--- config.mk ---
export PLATFORM = sky130hd
export DESIGN_NAME = modular_inverse_extended_euclid
export DESIGN_NICKNAME = d
export VERILOG_FILES = /design/src/rtl/mie_pkg.sv /design/src/rtl/modular_inverse_extended_euclid.sv /design/src/rtl/mie_datapath.sv /design/src/rtl/mie_ctrl.sv
export SDC_FILE = /design/constraint.sdc
export NUM_CORES = 1
export LEC_CHECK = 0
export BUFFER_PORTS_ARGS = -buffer_cell sky130_fd_sc_hd__buf_2
export CORE_MARGIN = 3
export CORE_UTILIZATION = 62
export DETAILED_ROUTE_END_ITERATION = 8
export GPL_TIMING_DRIVEN = 0
export MAX_ROUTING_LAYER = met4
export PLACE_DENSITY = 0.81
export REMOVE_ABC_BUFFERS = 1
export SETUP_SLACK_MARGIN = 0.05
export SLEW_MARGIN = 15
export SYNTH_ARGS = -nofsm -noshare
export SYNTH_HDL_FRONTEND = slang
export SYNTH_SLANG_ARGS = --single-unit
export TNS_END_PERCENT = 10
--- constraint.sdc ---
create_clock -name clk -period 8.7 [get_ports clk]
set_clock_uncertainty 0.2 [all_clocks]
set_input_delay 0.87 -clock clk [delete_from_list [all_inputs] [get_ports clk]]
set_output_delay 0.87 -clock clk [all_outputs]
set_load 0.005 [all_outputs]
--- src/rtl/mie_pkg.sv ---
// shared types and constants of the modular inverse block
// datapath width, controller states, command and status bundles
// no dependencies
`default_nettype none

package mie_pkg;

  localparam int WORD_WIDTH = 32;
  localparam int MOD_WIDTH  = WORD_WIDTH - 1;
  localparam int COEF_WIDTH = WORD_WIDTH + 1;
  localparam int CNT_WIDTH  = $clog2(WORD_WIDTH);

  typedef enum logic [2:0] {
    S_IDLE,
    S_REDUCE,
    S_FIXUP,
    S_TEST,
    S_STEP,
    S_SWAP,
    S_DONE
  } state_t;

  typedef struct packed {
    logic load;
    logic div_iter;
    logic red_done;
    logic step_init;
    logic step_commit;
    logic finish;
  } dp_cmd_t;

  typedef struct packed {
    logic mod_zero;
    logic div_last;
    logic rem_zero;
  } dp_status_t;

endpackage

`default_nettype wire

--- src/rtl/modular_inverse_extended_euclid.sv ---
// top level of the modular inverse block (extended euclid, floor division)
// instantiates mie_ctrl and mie_datapath; uses mie_pkg
//
//  channel | ports                                          | transfer
//  --------+------------------------------------------------+--------------------------
//  input   | start, busy, in_value, in_modulus              | start high, busy low
//  result  | out_valid, out_inverse, out_common_divisor,    | out_valid high for one
//          | out_invertible                                 | cycle, cannot be stalled
//
// one item at a time: a load, value reduction through the restoring divider, a
//   fix-up state, then euclid steps (test, divider iterations with the
//   multiply-subtract folded in, swap) until the new remainder is zero
// about 46 steps worst case for 31-bit moduli; a zero modulus goes from the
//   reduction state straight to the done state
// the result strobe is registered from the done state and comes in the cycle after it, with busy already low
// synchronous active-low reset returns the controller to idle; no clearing pass
// results are never held off, so nothing inside ever waits on the receiver
`default_nettype none

module modular_inverse_extended_euclid (
  input  wire logic                           clk,
  input  wire logic                           rst_n,
  input  wire logic                           start,
  output logic                                busy,
  input  wire logic [mie_pkg::WORD_WIDTH-1:0] in_value,
  input  wire logic [mie_pkg::MOD_WIDTH-1:0]  in_modulus,
  output logic                                out_valid,
  output logic [mie_pkg::MOD_WIDTH-1:0]       out_inverse,
  output logic [mie_pkg::MOD_WIDTH-1:0]       out_common_divisor,
  output logic                                out_invertible
);

  // command and status bundles between controller and datapath
  mie_pkg::dp_cmd_t    cmd;
  mie_pkg::dp_status_t status;

  // state machine: sequences reduction, steps and the result strobe
  mie_ctrl u_ctrl (
    .clk       (clk),
    .rst_n     (rst_n),
    .start     (start),
    .busy      (busy),
    .out_valid (out_valid),
    .status    (status),
    .cmd       (cmd)
  );

  // shared divider, coefficient accumulator and result registers
  mie_datapath u_datapath (
    .clk                (clk),
    .rst_n              (rst_n),
    .cmd                (cmd),
    .status             (status),
    .in_value           (in_value),
    .in_modulus         (in_modulus),
    .out_inverse        (out_inverse),
    .out_common_divisor (out_common_divisor),
    .out_invertible     (out_invertible)
  );

endmodule

`default_nettype wire

--- src/rtl/mie_datapath.sv ---
// datapath of the modular inverse block: restoring divider, coefficient
// accumulator and euclid registers; uses mie_pkg
`default_nettype none

module mie_datapath (
  input  wire logic                        clk,
  input  wire logic                        rst_n,
  input  wire mie_pkg::dp_cmd_t            cmd,
  output mie_pkg::dp_status_t              status,
  input  wire logic [mie_pkg::WORD_WIDTH-1:0] in_value,
  input  wire logic [mie_pkg::MOD_WIDTH-1:0]  in_modulus,
  output logic [mie_pkg::MOD_WIDTH-1:0]    out_inverse,
  output logic [mie_pkg::MOD_WIDTH-1:0]    out_common_divisor,
  output logic                             out_invertible
);

  localparam int W  = mie_pkg::WORD_WIDTH;
  localparam int MW = mie_pkg::MOD_WIDTH;
  localparam int CW = mie_pkg::COEF_WIDTH;
  localparam int NW = mie_pkg::CNT_WIDTH;

  logic [MW-1:0] mod_r;
  logic          neg_r;
  logic [W-1:0]  quo_r, quo_nxt;
  logic [W-1:0]  dvs_r, dvs_nxt;
  logic [W-1:0]  rem_r, rem_nxt;
  logic [CW-1:0] acc_r, acc_nxt;
  logic [NW-1:0] cnt_r, cnt_nxt;
  logic [W-1:0]  old_rem_r, old_rem_nxt;
  logic [W-1:0]  new_rem_r, new_rem_nxt;
  logic [CW-1:0] old_coef_r, old_coef_nxt;
  logic [CW-1:0] new_coef_r, new_coef_nxt;

  logic [W:0]    trial;
  logic          ge;
  logic [W-1:0]  red_val;
  logic [CW-1:0] inv_sum;

  assign trial = {rem_r, quo_r[W-1]};
  assign ge    = (trial >= {1'b0, dvs_r});

  // floor reduction fix-up for negative values
  assign red_val = (neg_r && (rem_r != '0)) ? ({1'b0, mod_r} - rem_r) : rem_r;

  assign inv_sum = old_coef_r[CW-1] ? (old_coef_r + CW'(mod_r)) : old_coef_r;

  assign status.mod_zero = (mod_r == '0);
  assign status.div_last = (cnt_r == NW'(W - 1));
  assign status.rem_zero = (new_rem_r == '0);

  always_comb begin
    quo_nxt      = quo_r;
    dvs_nxt      = dvs_r;
    rem_nxt      = rem_r;
    acc_nxt      = acc_r;
    cnt_nxt      = cnt_r;
    old_rem_nxt  = old_rem_r;
    new_rem_nxt  = new_rem_r;
    old_coef_nxt = old_coef_r;
    new_coef_nxt = new_coef_r;
    if (cmd.load) begin
      quo_nxt      = in_value[W-1] ? (~in_value + W'(1)) : in_value;
      dvs_nxt      = {1'b0, in_modulus};
      rem_nxt      = '0;
      acc_nxt      = '0;
      cnt_nxt      = '0;
      old_rem_nxt  = '0;
      new_rem_nxt  = '0;
      old_coef_nxt = '0;
      new_coef_nxt = '0;
    end
    if (cmd.div_iter) begin
      quo_nxt = {quo_r[W-2:0], ge};
      rem_nxt = ge ? W'(trial - {1'b0, dvs_r}) : trial[W-1:0];
      // horner form of quotient times new coefficient
      acc_nxt = {acc_r[CW-2:0], 1'b0} + (ge ? new_coef_r : '0);
      cnt_nxt = cnt_r + NW'(1);
    end
    if (cmd.red_done) begin
      old_rem_nxt  = red_val;
      new_rem_nxt  = {1'b0, mod_r};
      old_coef_nxt = CW'(1);
      new_coef_nxt = '0;
    end
    if (cmd.step_init) begin
      quo_nxt = old_rem_r;
      dvs_nxt = new_rem_r;
      rem_nxt = '0;
      acc_nxt = '0;
      cnt_nxt = '0;
    end
    if (cmd.step_commit) begin
      old_coef_nxt = new_coef_r;
      new_coef_nxt = old_coef_r - acc_r;
      old_rem_nxt  = new_rem_r;
      new_rem_nxt  = rem_r;
    end
  end

  always_ff @(posedge clk) begin
    if (!rst_n) begin
      cnt_r      <= '0;
      old_rem_r  <= '0;
      new_rem_r  <= '0;
      old_coef_r <= '0;
      new_coef_r <= '0;
      mod_r      <= '0;
    end else begin
      cnt_r      <= cnt_nxt;
      old_rem_r  <= old_rem_nxt;
      new_rem_r  <= new_rem_nxt;
      old_coef_r <= old_coef_nxt;
      new_coef_r <= new_coef_nxt;
      if (cmd.load) begin
        mod_r <= in_modulus;
      end
    end
  end

  always_ff @(posedge clk) begin
    quo_r <= quo_nxt;
    dvs_r <= dvs_nxt;
    rem_r <= rem_nxt;
    acc_r <= acc_nxt;
    if (cmd.load) begin
      neg_r <= in_value[W-1];
    end
    if (cmd.finish) begin
      out_inverse        <= inv_sum[MW-1:0];
      out_common_divisor <= old_rem_r[MW-1:0];
      out_invertible     <= (old_rem_r == W'(1));
    end
  end

endmodule

`default_nettype wire

--- src/rtl/mie_ctrl.sv ---
// controller state machine of the modular inverse block
// sequences reduction, euclid steps and result strobe; uses mie_pkg
`default_nettype none

module mie_ctrl (
  input  wire logic                clk,
  input  wire logic                rst_n,
  input  wire logic                start,
  output logic                     busy,
  output logic                     out_valid,
  input  wire mie_pkg::dp_status_t status,
  output mie_pkg::dp_cmd_t         cmd
);

  mie_pkg::state_t state_r, state_nxt;
  logic            valid_r;

  always_comb begin
    state_nxt = state_r;
    unique case (state_r)
      mie_pkg::S_IDLE:   if (start) state_nxt = mie_pkg::S_REDUCE;
      mie_pkg::S_REDUCE: begin
        if (status.mod_zero)      state_nxt = mie_pkg::S_DONE;
        else if (status.div_last) state_nxt = mie_pkg::S_FIXUP;
      end
      mie_pkg::S_FIXUP:  state_nxt = mie_pkg::S_TEST;
      mie_pkg::S_TEST:   state_nxt = status.rem_zero ? mie_pkg::S_DONE : mie_pkg::S_STEP;
      mie_pkg::S_STEP:   if (status.div_last) state_nxt = mie_pkg::S_SWAP;
      mie_pkg::S_SWAP:   state_nxt = mie_pkg::S_TEST;
      mie_pkg::S_DONE:   state_nxt = mie_pkg::S_IDLE;
      default:           state_nxt = mie_pkg::S_IDLE;
    endcase
  end

  always_comb begin
    cmd = '0;
    unique case (state_r)
      mie_pkg::S_IDLE:   cmd.load        = start;
      mie_pkg::S_REDUCE: cmd.div_iter    = !status.mod_zero;
      mie_pkg::S_FIXUP:  cmd.red_done    = 1'b1;
      mie_pkg::S_TEST:   cmd.step_init   = !status.rem_zero;
      mie_pkg::S_STEP:   cmd.div_iter    = 1'b1;
      mie_pkg::S_SWAP:   cmd.step_commit = 1'b1;
      mie_pkg::S_DONE:   cmd.finish      = 1'b1;
      default:           cmd = '0;
    endcase
  end

  assign busy      = (state_r != mie_pkg::S_IDLE);
  assign out_valid = valid_r;

  always_ff @(posedge clk) begin
    if (!rst_n) begin
      state_r <= mie_pkg::S_IDLE;
      valid_r <= 1'b0;
    end else begin
      state_r <= state_nxt;
      valid_r <= (state_r == mie_pkg::S_DONE);
    end
  end

endmodule

`default_nettype wire
==> results.toml, run 1 <==
[layout]
drive_gt1_frac = 0.104
area.growth.synth_to_final_pct = 11.9
final_cell_mix = "nand2_1, dfxtp_1, a21oi_1, nor2_1, ha_1"
final_area_um2 = 26100
finalNetCount = 3044
layout_commonest_cell = "nand2_1"

[floorplan]
die_area_um2 = 40000
start_util = 0.634
io_pins = 131
die_h_um = 200
die-width_um = 200
fp-row-count = 70
core_um2 = 36800

[synthesis]
yosysWarnings = 0
yosysUniqueCellTypes = 81
seq_area_frac_synth = 0.367
async_reset_ff_frac = 0
syn_area_um2 = 23300
ys.flop_type = "dfxtp_1"
syn_inst = 2744
syn_avg_cell_area_um2 = 8.49
synth_seq_cells = 363
synth_edf_count = 128

[timing]
relSlewSlack = 0.236
fmaxAchievable_mhz = 158
finalSetupViolations = 0
period_minus_slack_ns = 6.32
hold_violations = 0
tns_ns = 0
finalCritPeriodShare = 0.727
slew_viol_final = 0
worst_pin_slew_ns = 1.14
fin_ws_ns = 2.38
rsz0062_at_grt = "false"

[detailed_routing]
via_per_inst = 6.49
drc = 17
dr_total_vias = 21510
drtIter0Drc = 2094
antenna_left = 0
drt-total-wl_mm = 70.3
wl_per_cell_um = 21.2
firstDrtPassIters = 9

[setup_path]
r2r_slack_ns = 2.38
worst_setup_path_start_kind = "flop"
cp_max_fo = 15
worstSetupPathType = "flop to flop"
r2r_start = "u_datapath.rem_r[7]$_SDFFE_PP0P_"
crit_required_ns = 8.92
end_kind = "flop"
worstPathArrival_ns = 6.55
r2r_cells = 22
worstSetupStartpoint = "u_datapath.rem_r[7]$_SDFFE_PP0P_"
rr_endpoint = "u_datapath.acc_r[32]$_SDFFE_PP0P_"
cp-endpoint = "u_datapath.acc_r[32]$_SDFFE_PP0P_"

[global_route]
grt_pass1_vias = 20310
overflow = 0
grt_usage = 0.353
grt_pass1_wl_mm = 109
antenna_found_initial = 1
grt_max_degree = 66

[clocking]
cts_setup_buffers = 0
cts.clk_slew.worst_paths_ns = 0.06
root_buffer = "clkbuf_16"
clock_path_buffers = 3
cts_hold_buf = 0
cts-resized-gates = 0
cts_tree = "built"
numCtsBuffers = 40
numClockSinks = 363
cts_max_level = 2
clk_latency_ns = 0.56

[placement]
place_ws_ns = 2.50
postPlaceCellArea_um2 = 24700
place.gp.congestion = 0.966
hpwl_mm = 51.7
portBuffers = 130

[power]
p_leak_nw = 10.6
ir_drop_uv = 416
p_per_area_nw_per_um2 = 337

[worst_hold_path]
hold_class = "flop to flop"
min-delay-start = "u_datapath.new_coef_r[16]$_SDFFE_PN0P_"

[run_status]
violations = "DRC"
outcome = "finished with violations"

[run]
cap_viol_max_count = 0
==> report_power, final <==
group	switching [mW]	total [mW]	internal, mW
clock	0.714	1.74	1.03
combinational	2.91	4.59	1.68
sequential	0.340	2.46	2.12
==> state kept, by name, summed over array words and instances, names as in the netlist <==
signal / cells
u_ctrl.out_valid: 1
u_ctrl.state_r: 3
u_datapath.acc_r: 33
u_datapath.cnt_r: 5
u_datapath.dvs_r: 32
u_datapath.mod_r: 31
u_datapath.neg_r: 1
u_datapath.new_coef_r: 33
u_datapath.new_rem_r: 32
u_datapath.old_coef_r: 33
u_datapath.old_rem_r: 32
u_datapath.out_common_divisor: 31
u_datapath.out_inverse: 31
u_datapath.out_invertible: 1
u_datapath.quo_r: 32
u_datapath.rem_r: 32
==> area by class of cell <==
type / count / area [um2]
Antenna cell: 1 / 2.50
Clock buffer: 53 / 1150
Clock inverter: 21 / 198
Fill cell: 2856 / 10700
Inverter: 142 / 538
Multi-Input combinational cell: 2094 / 13700
Sequential cell: 363 / 8550
Tap cell: 468 / 586
Timing Repair Buffer: 173 / 1310
==> Yosys cell counts, types with 41 or more instances <==
| master | count | area share |
|---|---|---|
| a21o_1 | 76 | 0.024 |
| a21oi_1 | 233 | 0.050 |
| a222oi_1 | 48 | 0.021 |
| a22oi_1 | 53 | 0.017 |
| clkbuf_1 | 116 | 0.019 |
| dfxtp_1 | 235 | 0.20 |
| edfxtp_1 | 128 | 0.16 |
| ha_1 | 159 | 0.085 |
| inv_1 | 140 | 0.023 |
| nand2_1 | 342 | 0.055 |
| nand3_1 | 42 | 0.0090 |
| nor2_1 | 218 | 0.035 |
| nor2b_1 | 69 | 0.019 |
| o21ai_0 | 154 | 0.033 |
| o22ai_1 | 41 | 0.011 |
| xnor2_1 | 81 | 0.030 |
| xor2_1 | 74 | 0.028 |
==> cells by family (layout without fill, tap and decap cells) <==
logic type                 after synthesis  after routing  synth area share
AOI/OAI and AO/OA                      857            857             0.245
xor gates and xnor gates               155            155            0.0583
and+or+nand+nor                        879            879             0.175
other                                    0              1                 0
buffers and inverters                  287            389            0.0468
adders and majority gates              164            164            0.0897
muxes                                   39             39            0.0180
DFF                                    363            363             0.367
==> metrics by stage <==
| step | total power [mW] | hold WS (ns) | utilization | instances |
|---|---|---|---|---|
| after floorplan | 5.30 | 0.239 | - | 2599 |
| after global placement | 6.39 | 0.251 | 0.652 | 3197 |
| after detailed placement | 6.94 | 0.263 | 0.672 | 3240 |
| after CTS | 8.69 | 0.274 | 0.709 | 3314 |
| after global routing | 9.28 | 0.298 | 0.709 | 3315 |
| final | 8.80 | 0.273 | 0.709 | 3315 |
==> per-layer routing <==
layer  global-route usage  up-vias  share of wire
met3               0.0433      169          0.075
li1                     -    10198              -
met1                0.441    10235           0.41
met5                    -        -              0
met4                0.136        0          0.039
met2                0.588      908           0.48
==> how the worst min path moves through the flow <==
stage / end / cells past startpoint
after floorplan: u_datapath.new_coef_r[15]$_SDFFE_PN0P_ / 2
after global placement: u_datapath.new_coef_r[16]$_SDFFE_PN0P_ / 2
after detailed placement: u_datapath.new_coef_r[16]$_SDFFE_PN0P_ / 2
after CTS: u_datapath.new_coef_r[16]$_SDFFE_PN0P_ / 2
after global routing: u_datapath.new_coef_r[16]$_SDFFE_PN0P_ / 2
final: u_datapath.new_coef_r[16]$_SDFFE_PN0P_ / 2
==> worst max-delay path, cell delays in order, from the launching register on <==
cell and delay [ns]:
dfxtp_1 0.43, ha_1 0.33, a211oi_2 0.29, nor3_1 0.15, a2111oi_4 0.36, a21oi_1 0.18
a21o_1 0.23, a311oi_4 0.48, buf_8 0.23, buf_6 0.17, buf_6 0.16, buf_6 0.17
nor2b_1 0.07, ha_1 0.39, and3_1 0.27, nand3_1 0.14, or3_1 0.37, or4_1 0.51
a21boi_1 0.28, o21ai_0 0.17, xnor2_1 0.35, xnor2_1 0.16, o21ai_0 0.09
No activity file was read; power rests on OpenSTA's default activity.
==> inputs of run 2 (changes only) <==
CORE_UTILIZATION = 56   (was 62)
PLACE_DENSITY = 0.77   (was 0.81)
clock period = 5.18 ns   (was 8.7 ns; I/O delays follow)
==> run 2 against run 1 <==
Net effect:
- the flow finishes with violations (setup timing)
- combinational power up 77%
- cell count up 3.0%
- design area up 3.0%
- first-iteration DRC count up 21%
- critical path type unchanged
- critical endpoint is now u_datapath.acc_r[30]$_SDFFE_PP0P_
- largest cell class unchanged
==> results.toml, run 2 (synthesis gave the netlist of run 1 again) <==
[run_status]
outcome = "finished with violations"
violations = "setup timing"

[global_route]
grt_pass1_wl_mm = 113
grt_usage = 0.325
grt_max_degree = 65
overflow = 0
grt_pass1_vias = 21099
antenna_found_initial = 0

[floorplan]
fp-row-count = 74
core_um2 = 41000
die-width_um = 210
io_pins = 131
start_util = 0.568
die_h_um = 210
die_area_um2 = 44100

[power]
p_total_mw = 15.3
p_per_area_nw_per_um2 = 571
ir_drop_uv = 671
p_leak_nw = 10.9

[clocking]
cts_tree = "built"
clk_latency_ns = 0.58
clock_path_buffers = 3
root_buffer = "clkbuf_16"
cts.clk_slew.worst_paths_ns = 0.06
numCtsBuffers = 42
numClockSinks = 363
cts_max_level = 2

[layout]
finalNetCount = 3077
fillerInstances = 3332
diodes = 0
final_area_um2 = 26900
final_cell_mix = "nand2_1, a21oi_1, dfxtp_1, nor2_1, o21ai_0"
largestRegisters = "u_datapath.acc_r x33, u_datapath.new_coef_r x33, u_datapath.old_coef_r x33"
area.growth.synth_to_final_pct = 15.2
layout_commonest_cell = "nand2_1"
drive_gt1_frac = 0.135

[detailed_routing]
dr_total_vias = 21937
via_per_inst = 6.43
antenna_left = 0
wl_per_cell_um = 21.1
drc = 0
drtIter0Drc = 2529
drt-total-wl_mm = 72.1
firstDrtPassIters = 8

[setup_path]
crit_path_cell_trace = "inv_2 -> ha_4 -> a21o_1 -> a21o_1 -> a2111oi_4 -> a21oi_2 -> a21o_1 -> a311oi_4 -> buf_8 -> clkbuf_16 -> nor2b_1 -> ha_1 -> nand2_2 -> or3_4 -> or4_4 -> a21oi_4 -> o21a_1 -> a311oi_2 -> mux2i_1 -> o211ai_1"
cp_max_fo = 8
worstSetupPathType = "flop to flop"
worstPathArrival_ns = 5.51
slowest_stage = "or4_4"
end_kind = "flop"
cp_common_cell = "a21o_1"
max_stage_delay_ns = 0.60
crit_required_ns = 5.42
worstSetupPathDepth = 20
critPathTopFamily = "compound AO/OA/AOI/OAI gates"
worst_setup_path_start_kind = "flop"
r2r_cells = 20
path_buf_inv = 3

[timing]
finalCritPeriodShare = 1.02
period_minus_slack_ns = 5.27
fmaxAchievable_mhz = 190
fin_ws_ns = -0.0866
worst_pin_slew_ns = 1.07
slew_viol_final = 0
hold_violations = 0
relSlewSlack = 0.283
finalSetupViolations = 3
rsz0062_at_grt = "true"

[run]
cap_viol_max_count = 0

[placement]
hpwl_mm = 51.4
place_ws_ns = -1.13
postPlaceCellArea_um2 = 24700
portBuffers = 130
place.gp.congestion = 0.979

[worst_hold_path]
hold_class = "primary input to flop"
min_delay_path_depth = 3
## run 2: area by class of cell
type	instances	area, um2	area share
flip-flops and latches	363	8560	0.319
repair buffers	204	1570	0.0586
inverters	142	546	0.0203
clock inverters	17	149	0.00554
well taps	532	666	0.0248
multi-input cells	2094	14100	0.524
clock buffers	61	1280	0.0476
## run 2: report_power, final
| part | internal, mW | switching, mW | leakage [nW] |
|---|---|---|---|
| Sequential | 3.57 | 0.591 | 3.08 |
| Clock | 1.82 | 1.24 | 0.709 |
| Combinational | 3.09 | 5.03 | 7.07 |
## run 2: through the flow
stage / util / TNS (ns) / hold slack [ns] / cells
2_1_floorplan: - / -458.16 / 0.239 / 2599
3_3_place_gp: 0.587 / -2157.43 / 0.253 / 3261
3_5_place_dp: 0.603 / -13.14 / 0.258 / 3302
4_1_cts: 0.646 / 0 / 0.00392 / 3402
5_1_grt: 0.655 / -0.556 / 0.0269 / 3413
6_report: 0.655 / -0.134 / 0.0242 / 3413
## run 2: routing by layer
metal	wire, um	vias up	global-route usage
met4	3150	0	0.142
met5	0	-	-
met3	5580	212	0.0432
met2	33900	1008	0.529
met1	29400	10476	0.408
li1	-	10241	-
## run 2: path summary, 6_finish.rpt
path                                                             start                                      to  slack, ns
worst max-delay path                    u_datapath.dvs_r[11]$_DFFE_PP_       u_datapath.acc_r[30]$_SDFFE_PP0P_      -0.09
worst min-delay path                                     in_modulus[2]        u_datapath.mod_r[2]$_SDFFE_PN0P_       0.02
worst max register to register          u_datapath.dvs_r[11]$_DFFE_PP_       u_datapath.acc_r[30]$_SDFFE_PP0P_      -0.09
worst min register to register  u_datapath.new_coef_r[16]$_SDFFE_PN0P_  u_datapath.new_coef_r[16]$_SDFFE_PN0P_       0.27
## run 2: worst reg2reg max path, delay by kind of cell (launching register included)
family / cells / cell delay (ns)
compound gates: 10 / 2.08
fa+ha+maj: 2 / 0.60
buf+inv: 3 / 0.49
flops: 1 / 0.39
mux: 1 / 0.19
simple gates: 4 / 1.15
## run 2: timing repair
item / CTS / global route
pin swaps: 17 / 31
hold buffers: 7 / 0
cloned: 1 / 1
hold endpoints to repair: 7 / 0
resized for setup: 27 / 59
setup buffers: 15 / 10
endpoints found under the setup margin: 26 / 16
